[src/hdl/csvt_pkg.sv]
// Package for the CSV line field tokenizer.
// Holds the parse mode type, character constants and the step result struct.
// No dependencies.
`default_nettype none

package csvt_pkg;

    localparam int MAX_FIELDS_DEF = 64;
    localparam int FIELD_NUM_W    = 6;

    localparam logic [7:0] CH_QUOTE = 8'h22;
    localparam logic [7:0] CH_COMMA = 8'h2C;
    localparam logic [7:0] CH_SPACE = 8'h20;
    localparam logic [7:0] CH_TAB   = 8'h09;

    typedef enum logic [2:0] {
        MODE_START  = 3'd0,
        MODE_PLAIN  = 3'd1,
        MODE_QUOTED = 3'd2,
        MODE_QSEEN  = 3'd3,
        MODE_SKIP   = 3'd4
    } mode_t;

    typedef struct packed {
        logic  emit;
        logic  done;
        mode_t mode_next;
    } step_t;

endpackage

`default_nettype wire

[src/hdl/csvt_step.sv]
// Per-byte parse step of the CSV line field tokenizer.
// Combinational next mode, emit and field-end decisions; uses csvt_pkg.
`default_nettype none

module csvt_step
    import csvt_pkg::*;
(
    input  wire mode_t       mode,
    input  wire logic [7:0]  char_in,
    input  wire logic        line_last,
    input  wire logic        limit_hit,
    output step_t            step
);

    logic  is_quote;
    logic  is_comma;
    logic  is_blank;
    mode_t mode_next;
    logic  emit;
    logic  done_base;
    logic  done_end;

    assign is_quote = (char_in == CH_QUOTE);
    assign is_comma = (char_in == CH_COMMA);
    assign is_blank = (char_in == CH_SPACE) || (char_in == CH_TAB);

    always_comb
    begin
        unique case (mode)
            MODE_PLAIN:  mode_next = is_comma ? MODE_START : MODE_PLAIN;
            MODE_QUOTED: mode_next = is_quote ? MODE_QSEEN : MODE_QUOTED;
            MODE_QSEEN:
            begin
                if (is_quote)
                    mode_next = MODE_QUOTED;
                else if (is_comma)
                    mode_next = MODE_START;
                else
                    mode_next = MODE_SKIP;
            end
            MODE_SKIP:   mode_next = is_comma ? MODE_START : MODE_SKIP;
            default:
            begin
                if (limit_hit || is_blank || is_comma)
                    mode_next = MODE_START;
                else if (is_quote)
                    mode_next = MODE_QUOTED;
                else
                    mode_next = MODE_PLAIN;
            end
        endcase
    end

    always_comb
    begin
        unique case (mode)
            MODE_PLAIN:
            begin
                emit      = !is_comma;
                done_base = is_comma;
            end
            MODE_QUOTED:
            begin
                emit      = !is_quote;
                done_base = 1'b0;
            end
            MODE_QSEEN:
            begin
                emit      = is_quote;
                done_base = !is_quote;
            end
            MODE_SKIP:
            begin
                emit      = 1'b0;
                done_base = 1'b0;
            end
            default:
            begin
                emit      = !limit_hit && !is_blank && !is_quote && !is_comma;
                done_base = !limit_hit && is_comma;
            end
        endcase
    end

    // At line end an open field closes, and so does a field of blanks only.
    always_comb
    begin
        done_end = 1'b0;
        if (line_last)
        begin
            if (mode_next == MODE_PLAIN || mode_next == MODE_QUOTED ||
                mode_next == MODE_QSEEN)
                done_end = 1'b1;
            else if (mode_next == MODE_START && !limit_hit && is_blank)
                done_end = 1'b1;
        end
    end

    assign step.emit      = emit;
    assign step.done      = done_base || done_end;
    assign step.mode_next = mode_next;

endmodule

`default_nettype wire

[src/hdl/csv_line_field_tokenizer.sv]
// Top level of the CSV line field tokenizer: input register, parse state and result register.
// Depends on csvt_pkg and csvt_step.
`default_nettype none

// Takes one byte of a text line per transaction and returns at most one result transaction
// per byte: a content byte, a field end, a line end, or a combination. Bytes that only skip
// blanks or discard text after a closing quote give no result unless they end the line.
// One byte is accepted every cycle when the output side keeps up; each byte passes from the
// input register to the result register, where its result appears. The rate is set by the parse
// mode and field count registers, which are updated as each byte leaves the input register.
// Fields past MAX_FIELDS are dropped; the line end is still reported.
module csv_line_field_tokenizer
    import csvt_pkg::*;
#(
    parameter int MAX_FIELDS = MAX_FIELDS_DEF
)
(
    input  wire logic                   clk,
    input  wire logic                   rst_n,
    input  wire logic                   in_valid,
    output logic                        in_stall,
    input  wire logic [7:0]             char_in,
    input  wire logic                   line_last,
    output logic                        out_valid,
    input  wire logic                   out_stall,
    output logic [7:0]                  char_out,
    output logic                        has_char,
    output logic                        field_done,
    output logic [FIELD_NUM_W-1:0]      field_number,
    output logic                        line_done
);

    localparam int CNT_W = $clog2(MAX_FIELDS + 1);

    logic                   s1_valid_reg;
    logic                   s1_valid_next;
    logic [7:0]             s1_char_reg;
    logic                   s1_last_reg;
    mode_t                  mode_reg;
    mode_t                  mode_next;
    logic [CNT_W-1:0]       fields_reg;
    logic [CNT_W-1:0]       fields_next;
    logic                   out_valid_reg;
    logic                   out_valid_next;
    logic [7:0]             char_out_reg;
    logic                   has_char_reg;
    logic                   field_done_reg;
    logic [FIELD_NUM_W-1:0] field_number_reg;
    logic                   line_done_reg;

    logic                   limit_hit;
    step_t                  step;
    logic                   has_result;
    logic                   advance;
    logic                   s1_retire;

    assign limit_hit = (fields_reg >= CNT_W'(MAX_FIELDS));

    csvt_step u_step (
        .mode      (mode_reg),
        .char_in   (s1_char_reg),
        .line_last (s1_last_reg),
        .limit_hit (limit_hit),
        .step      (step)
    );

    assign has_result = step.emit || step.done || s1_last_reg;
    assign advance    = !out_valid_reg || !out_stall;
    assign s1_retire  = s1_valid_reg && (!has_result || advance);
    assign in_stall   = s1_valid_reg && !s1_retire;

    always_comb
    begin
        s1_valid_next = s1_valid_reg;
        if (!in_stall)
            s1_valid_next = in_valid;
    end

    always_comb
    begin
        mode_next   = mode_reg;
        fields_next = fields_reg;
        if (s1_retire)
        begin
            if (s1_last_reg)
            begin
                mode_next   = MODE_START;
                fields_next = '0;
            end
            else
            begin
                mode_next = step.mode_next;
                if (step.done)
                    fields_next = fields_reg + CNT_W'(1);
            end
        end
    end

    always_comb
    begin
        out_valid_next = out_valid_reg;
        if (advance)
            out_valid_next = s1_retire && has_result;
    end

    always_ff @(posedge clk or negedge rst_n)
    begin
        if (!rst_n)
        begin
            s1_valid_reg  <= 1'b0;
            mode_reg      <= MODE_START;
            fields_reg    <= '0;
            out_valid_reg <= 1'b0;
        end
        else
        begin
            s1_valid_reg  <= s1_valid_next;
            mode_reg      <= mode_next;
            fields_reg    <= fields_next;
            out_valid_reg <= out_valid_next;
        end
    end

    always_ff @(posedge clk)
    begin
        if (!in_stall && in_valid)
        begin
            s1_char_reg <= char_in;
            s1_last_reg <= line_last;
        end
        if (advance && s1_retire && has_result)
        begin
            char_out_reg     <= step.emit ? s1_char_reg : 8'd0;
            has_char_reg     <= step.emit;
            field_done_reg   <= step.done;
            field_number_reg <= (step.emit || step.done) ?
                                FIELD_NUM_W'(fields_reg) : '0;
            line_done_reg    <= s1_last_reg;
        end
    end

    assign out_valid    = out_valid_reg;
    assign char_out     = char_out_reg;
    assign has_char     = has_char_reg;
    assign field_done   = field_done_reg;
    assign field_number = field_number_reg;
    assign line_done    = line_done_reg;

`ifndef SYNTH
    a_fields_bounded: assert property (@(posedge clk) disable iff (!rst_n)
        int'(fields_reg) <= MAX_FIELDS)
        else $error("Field count exceeds the field limit.");

    a_line_end_clears: assert property (@(posedge clk) disable iff (!rst_n)
        s1_retire && s1_last_reg |=> mode_reg == MODE_START && fields_reg == '0)
        else $error("Parse state not cleared after a line end.");

    a_field_index: assert property (@(posedge clk) disable iff (!rst_n)
        out_valid && (has_char || field_done) |-> int'(field_number) < MAX_FIELDS)
        else $error("Result carries a field index beyond the limit.");

    a_empty_char: assert property (@(posedge clk) disable iff (!rst_n)
        out_valid && !has_char |-> char_out == 8'd0)
        else $error("Result without content carries a nonzero byte.");

    a_hold_on_stall: assert property (@(posedge clk) disable iff (!rst_n)
        out_valid && out_stall && s1_valid_reg && has_result |-> in_stall)
        else $error("Input taken while a pending result has nowhere to go.");
`endif

endmodule

`default_nettype wire
[config.mk]
export PLATFORM = sky130hd
export DESIGN_NAME = csv_line_field_tokenizer
export DESIGN_NICKNAME = d
export VERILOG_FILES = /design/src/hdl/csvt_pkg.sv /design/src/hdl/csvt_step.sv /design/src/hdl/csv_line_field_tokenizer.sv
export SDC_FILE = /design/constraint.sdc
export NUM_CORES = 1
export LEC_CHECK = 0
export ABC_AREA = 1
export BUFFER_PORTS_ARGS = -buffer_cell sky130_fd_sc_hd__buf_4
export CAP_MARGIN = 20
export CORE_AREA = 4 4 62 86
export CTS_CLUSTER_DIAMETER = 40
export CTS_CLUSTER_SIZE = 40
export DETAILED_ROUTE_END_ITERATION = 16
export DIE_AREA = 0 0 66 90
export GPL_TIMING_DRIVEN = 0
export PLACE_DENSITY_LB_ADDON = 0.2
export SYNTH_ARGS = -nofsm -noshare
export SYNTH_HDL_FRONTEND = slang
export SYNTH_SLANG_ARGS = --single-unit
[constraint.sdc]
create_clock -name clk -period 2.6 [get_ports clk]
set_clock_uncertainty 0.05 [all_clocks]
set_input_delay 0.52 -clock clk [delete_from_list [all_inputs] [get_ports clk]]
set_output_delay 0.52 -clock clk [all_outputs]
set_load 0.02 [all_outputs]
; Yosys cells after proc, flatten, opt, wreduce, memory -nomap -nowiden
; Cells that the tools add are included.
; W data, S select, Z words.
[classes]
addsub = 1
n_lt_le_gt_ge = 1
eq_ne = 11
n_mux = 15
reduce_logical = 35
[op_table]
columns = op, n
row1 = $eq A8 B6 Y1 const B, 3
row2 = $mux W7, 2
row3 = $eq A3 B2 Y1 const B, 4
row4 = $logic_and A1 B1 Y1, 12
row5 = $mux W3, 4
row6 = $pmux W3 S4, 1
row7 = $logic_or A1 B1 Y1, 10
row8 = $logic_not A1 Y1, 9
row9 = $eq A8 B4 Y1 const B, 1
row10 = $add A7 B1 Y7 const B, 1
row11 = $ge A7 B7 Y1 const B, 1
row12 = $eq A3 B1 Y1 const B, 2
row13 = $mux W1, 5
row14 = $pmux W1 S4, 1
row15 = $eq A3 B3 Y1 const B, 1
row16 = $logic_not A3 Y1, 1
row17 = $pmux W1 S3, 1
row18 = $mux W2, 1
row19 = $reduce_and A2 Y1, 1
row20 = $reduce_bool A2 Y1, 1
row21 = $reduce_or A2 Y1, 1
[totals]
reg_bits = 38
inputBits = 13
out_inout_bits = 19
word_cells = 74

; Longest topological paths before layout
[depth]
depth_word = 22
mapped_depth = 15
mapped_depth_nobuf = 15

; Cells and area by module
; A second synthesis with hierarchy kept.
[hier_totals]
hier_cells = 205
hier_area_um2 = 1965.6
[modules_own_cells]
columns = mod, n_inst, cells_per_inst, area_each_um2, seq_area_each_um2
row1 = csv_line_field_tokenizer, 1, 134, 1595.3, 1081.0
row2 = csvt_step, 1, 71, 370.4, 0.0

; Least setup slack after synthesis
; OpenSTA, ideal clock, no wires.
[synth_path]
path_type = register -> register
startpoint = register s1_char_reg[0]
endpoint = register char_out_reg[0] (netlist: char_out[0]), enable pin
setup_time_ns = 0.369
t_arrival_ns = 1.709
t_required_ns = 2.181
path_slack_ns = 0.472
stages_incl_launch_ff = 14
n_path_buf = 0
period_less_slack_ns = 2.128
cell_sequence = edfxtp_1 -> inv_1 -> nand2_1 -> nor2_2 -> nand2_2 -> nor2_1 -> nand3_1 -> nand2_1 -> nor2_2 -> nand2_2 -> nand2_4 -> nand4_4 -> nand3_1 -> inv_1
[synth_via]
elab_chain_cells = 20
[synth_lines]
columns = element, line
row1 = start: declaration, csv_line_field_tokenizer.sv:37  ; logic [7:0] s1_char_reg;
row2 = start signal: assignment, csv_line_field_tokenizer.sv:128  ; s1_char_reg <= char_in;
row3 = $eq A8 B6 Y1 or $eq A8 B4 Y1 (tied branches), csvt_step.sv:25  ; assign is_blank = (char_in == CH_SPACE) || (char_in == CH_TAB);
row4 = $logic_or A1 B1 Y1, csvt_step.sv:25
row5 = $logic_or A1 B1 Y1 (2 in series), csvt_step.sv:44  ; if (limit_hit || is_blank || is_comma)
row6 = $mux W3, csvt_step.sv:44
row7 = $pmux W3 S4, csvt_step.sv:29  ; unique case (mode)
row8 = $logic_not A3 Y1, csvt_step.sv:94  ; else if (mode_next == MODE_START && !limit_hit && is_blank)
row9 = $logic_and A1 B1 Y1 (2 in series), csvt_step.sv:94
row10 = $mux W1, csvt_step.sv:94
row11 = $mux W1, csvt_step.sv:91  ; if (mode_next == MODE_PLAIN || mode_next == MODE_QUOTED ||
row12 = $mux W1, csvt_step.sv:89  ; if (line_last)
row13 = $logic_or A1 B1 Y1, csvt_step.sv:100  ; assign step.done = done_base || done_end;
row14 = $logic_or A1 B1 Y1 (*) (2 in series), csv_line_field_tokenizer.sv:67  ; assign has_result = step.emit || step.done || s1_last_reg;
row15 = $logic_not A1 Y1, csv_line_field_tokenizer.sv:69  ; assign s1_retire = s1_valid_reg && (!has_result || advance);
row16 = $logic_or A1 B1 Y1, csv_line_field_tokenizer.sv:69
row17 = $logic_and A1 B1 Y1, csv_line_field_tokenizer.sv:69
row18 = $logic_and A1 B1 Y1, csv_line_field_tokenizer.sv:131  ; if (advance && s1_retire && has_result)
row19 = $logic_and A1 B1 Y1 (*), csv_line_field_tokenizer.sv:131
row20 = end signal: assignment, csv_line_field_tokenizer.sv:133  ; char_out_reg <= step.emit ? s1_char_reg : 8'd0;
row21 = end: declaration, csv_line_field_tokenizer.sv:45  ; logic [7:0] char_out_reg;
; Every way passes the cells marked *; elsewhere a longest branch is shown, timed or not.
; A chain may end at the register's enable or synchronous reset.

; Worst setup path in the final report
[layout_path]
startpoint = register s1_char_reg[7]
endpoint = output port in_stall
[layout_via]
elab_chain_cells = 20
[layout_lines]
columns = element, line
row1 = $eq A8 B6 Y1 or $eq A8 B4 Y1 (tied branches), csvt_step.sv:25
row2 = $logic_or A1 B1 Y1, csvt_step.sv:25
row3 = $logic_or A1 B1 Y1 (2 in series), csvt_step.sv:44
row4 = $mux W3, csvt_step.sv:44
row5 = $pmux W3 S4, csvt_step.sv:29
row6 = $logic_not A3 Y1, csvt_step.sv:94
row7 = $logic_and A1 B1 Y1 (2 in series), csvt_step.sv:94
row8 = $mux W1, csvt_step.sv:94
row9 = $mux W1, csvt_step.sv:91
row10 = $mux W1, csvt_step.sv:89
row11 = $logic_or A1 B1 Y1, csvt_step.sv:100
row12 = $logic_or A1 B1 Y1 (*) (2 in series), csv_line_field_tokenizer.sv:67
row13 = $logic_not A1 Y1 (*), csv_line_field_tokenizer.sv:69
row14 = $logic_or A1 B1 Y1 (*), csv_line_field_tokenizer.sv:69
row15 = $logic_and A1 B1 Y1 (*), csv_line_field_tokenizer.sv:69
row16 = $logic_not A1 Y1 (*), csv_line_field_tokenizer.sv:70  ; assign in_stall = s1_valid_reg && !s1_retire;
row17 = $logic_and A1 B1 Y1 (*), csv_line_field_tokenizer.sv:70
row18 = end: declaration, csv_line_field_tokenizer.sv:21  ; output logic in_stall,
; Marked as above.

==> impl_metrics.env <==
export IMPL_outcome="finished, final reports clean"
export IMPL_ys_ff_latch=38
export IMPL_cts_made_buffers=5
export IMPL_syn_cell_area_um2=1942
export IMPL_grt_pass1_wl_mm=5.934
export IMPL_tns_ns=0
export IMPL_hold_viol_final=0
export IMPL_layout_commonest_cell="nand2_1"
export IMPL_place_area_um2=2252
export IMPL_synth_area_per_cell_um2=9.291
export IMPL_track_usage=0.1308
export IMPL_p_leak_nw=1.150
export IMPL_period_share=0.9810
export IMPL_drt_wirelength_per_cell_um=11.35
export IMPL_cpPeakStageDelay_ns=0.42
export IMPL_fp_dieH_um=90
export IMPL_start_util=0.4281
export IMPL_insertion_delay_ns=0.29
export IMPL_final_area_um2=2471
export IMPL_layout_common_cells="nand2_1 (50), buf_4 (38), nor2_1 (27)"
export IMPL_slowest_stage="edfxtp_1"
export IMPL_rows=29
export IMPL_rsz0062_at_grt="yes"
export IMPL_syn_to_final_growth_pct=27.26
export IMPL_grt_util_met1=0.1581
export IMPL_setup_slack_ns=0.04950
export IMPL_maxCapViolCount=0
export IMPL_critPathKind="reg -> out"
export IMPL_max_freq_mhz=392.1
export IMPL_synth_top_area_cell="edfxtp_1"
export IMPL_drt_iter0_markers=45
export IMPL_critical_path_max_fanout=4
export IMPL_setup_viol=0
export IMPL_overflow=0
export IMPL_vias=1466
export IMPL_p_per_area_nw_per_um2=812.1
export IMPL_synthesis_nets=224
export IMPL_ir_worst_vdd_mv=0.4315
export IMPL_antenna_found_initial=0
export IMPL_synth_top_cell_area_share=0.4021
export IMPL_met3_usage=0.03491
export IMPL_period_minus_slack_ns=2.550
export IMPL_slew_headroom=0.7564
export IMPL_dp_cells=302
export IMPL_crit_chain="nor2_2 > nand2_2 > nor2_4 > nor2_2 > nand3_1 > nand2_2 > nor2_2 > nand2_2 > nand2_4 > nand4_4 > nand3_2 > inv_2 > buf_6"
export IMPL_die_w_um=66
export IMPL_die_area_um2=5940
export IMPL_tritoncts="done"
export IMPL_min_path_type="in -> reg"
export IMPL_post_drt_via_cell_ratio=4.581
export IMPL_end_kind="output pin"
export IMPL_cpLargestDelayFamily="simple AND/OR/NAND/NOR gates"
export IMPL_total_power_mw=2.007
export IMPL_wirelength_mm=3.631
export IMPL_hpwl_mm=2.673
export IMPL_synthCells=209
export IMPL_diodes=0
export IMPL_final_core_util=0.5448
export IMPL_clk_pin_slew_ns=0.07
export IMPL_final_max_slew_violation_count=0
export IMPL_seq_area_frac_synth=0.5567
export IMPL_grt_pass1_vias=1344
export IMPL_clkSinkCount=38
export IMPL_clock_path_buffers=2
export IMPL_fin_cells=320
export IMPL_h_tree_depth=2
export IMPL_use_met2=0.2100
export IMPL_io_pins=32
export IMPL_whs_ns=0.3512
export IMPL_root_buffer="clkbuf_8"
export IMPL_core_area_um2=4536
export IMPL_grt_start_max_net_pins=18
export IMPL_nets=272
export IMPL_tightest_slew_ns=0.3651
export IMPL_crit_arrival_ns=1.98
export IMPL_gr_max_usage_layer="met2"
export IMPL_critPathRequiredTime_ns=2.03
export IMPL_pre_cts_ws_ns=0.1393
export IMPL_cp_start_kind="flop"
export IMPL_port_buffers=31
export IMPL_final_layout_size_suffix_gt1_frac=0.3333
export IMPL_ys_types=26
export IMPL_route_detailed_drc=0
export IMPL_drtPass1Iterations=5
export IMPL_path_buf_inv=2
export IMPL_synth_warnings=0
export IMPL_drtAntennaViolNets=0
export IMPL_place_gp_congestion=0.8189
export IMPL_synth_area_leaders="edfxtp_1 (40%), dfrtp_1 (15%), nand2_1 (9.9%), nor2_1 (5.8%), inv_1 (5.6%)"
## final timing paths
check / startpoint / to / slack, ns / cells after the start
worst max register to register: s1_char_reg[7] / s1_char_reg[3] / 0.23 / 14
worst max-delay path: s1_char_reg[7] / in_stall / 0.05 / 13
worst min register to register: s1_last_reg / line_done / 0.41 / 0
max in group asynchronous: rst_n / mode_reg[0] / 1.80 / 2
min in group asynchronous: rst_n / fields_reg[1] / 0.54 / 2
worst min-delay path: char_in[1] / s1_char_reg[1] / 0.35 / 1
## synthesized netlist by cell type
| cell | instances |
|---|---|
| nor2_4 | 1 |
| clkdlybuf4s25_2 | 1 |
| nand2_8 | 1 |
| nand3_4 | 1 |
| nor2_1 | 30 |
| nand2_2 | 6 |
| xor2_1 | 2 |
| nand4_1 | 8 |
| buf_4 | 1 |
| ha_1 | 2 |
| edfxtp_1 | 26 |
| o21ai_2 | 3 |
| nand2_1 | 51 |
| nor2_2 | 8 |
| o21ai_1 | 2 |
| o21ai_0 | 1 |
| dfrtp_1 | 12 |
| nand2_4 | 2 |
| inv_1 | 29 |
| clkbuf_8 | 1 |
| inv_2 | 4 |
| nor3_1 | 3 |
| nand3_1 | 10 |
| nand4_4 | 1 |
| xnor2_1 | 2 |
| a21oi_1 | 1 |
## area by class of cell
class,count,area (um^2)
fill,426,2064
sequential,38,1081
multi-input combinational,135,729.5
timing repair buffer,41,339.1
inverter,33,127.6
tap,62,77.57
clock buffer,5,68.82
buffer,3,31.28
clock inverter,3,16.27
## metal layers
layer	share of wire	wire length, um
met4	0.025	89
met5	0	0
met1	0.42	1508
met2	0.51	1858
met3	0.048	175
## repair_timing
item,in CTS,in global routing
pin swaps,3,8
hold endpoints to repair,7,0
hold buffers,1,0
gates resized for setup,1,10
cloned,0,0
buffers inserted,3,6
endpoints found under the setup margin,1,18
## power breakdown
group	switching [mW]	internal [mW]
sequential	0.0692	0.815
combinational	0.440	0.290
clock	0.208	0.183
total	0.718	1.29
## worst register-to-register path, cell delays in order, from the launching register on
cell	delay, ns
edfxtp_1	0.42
nor2_2	0.17
nand2_2	0.09
nor2_4	0.16
nor2_2	0.06
nand3_1	0.10
nand2_2	0.07
nor2_2	0.11
nand2_2	0.07
nand2_4	0.07
nand4_4	0.10
nand3_2	0.12
buf_4	0.11
nand2_1	0.06
inv_1	0.28
## logic make-up (layout without fill, tap and decap cells)
family | Yosys count | count (layout) | share of synthesized area
DFF | 38 | 38 | 0.5567
buffers and inverters | 36 | 85 | 0.07989
AOI/OAI and AO/OA | 7 | 7 | 0.02384
and+or+nand+nor | 122 | 122 | 0.3086
xor gates and xnor gates | 4 | 4 | 0.01804
adders and majority gates | 2 | 2 | 0.01288
No activity file was read; power rests on OpenSTA's default activity.
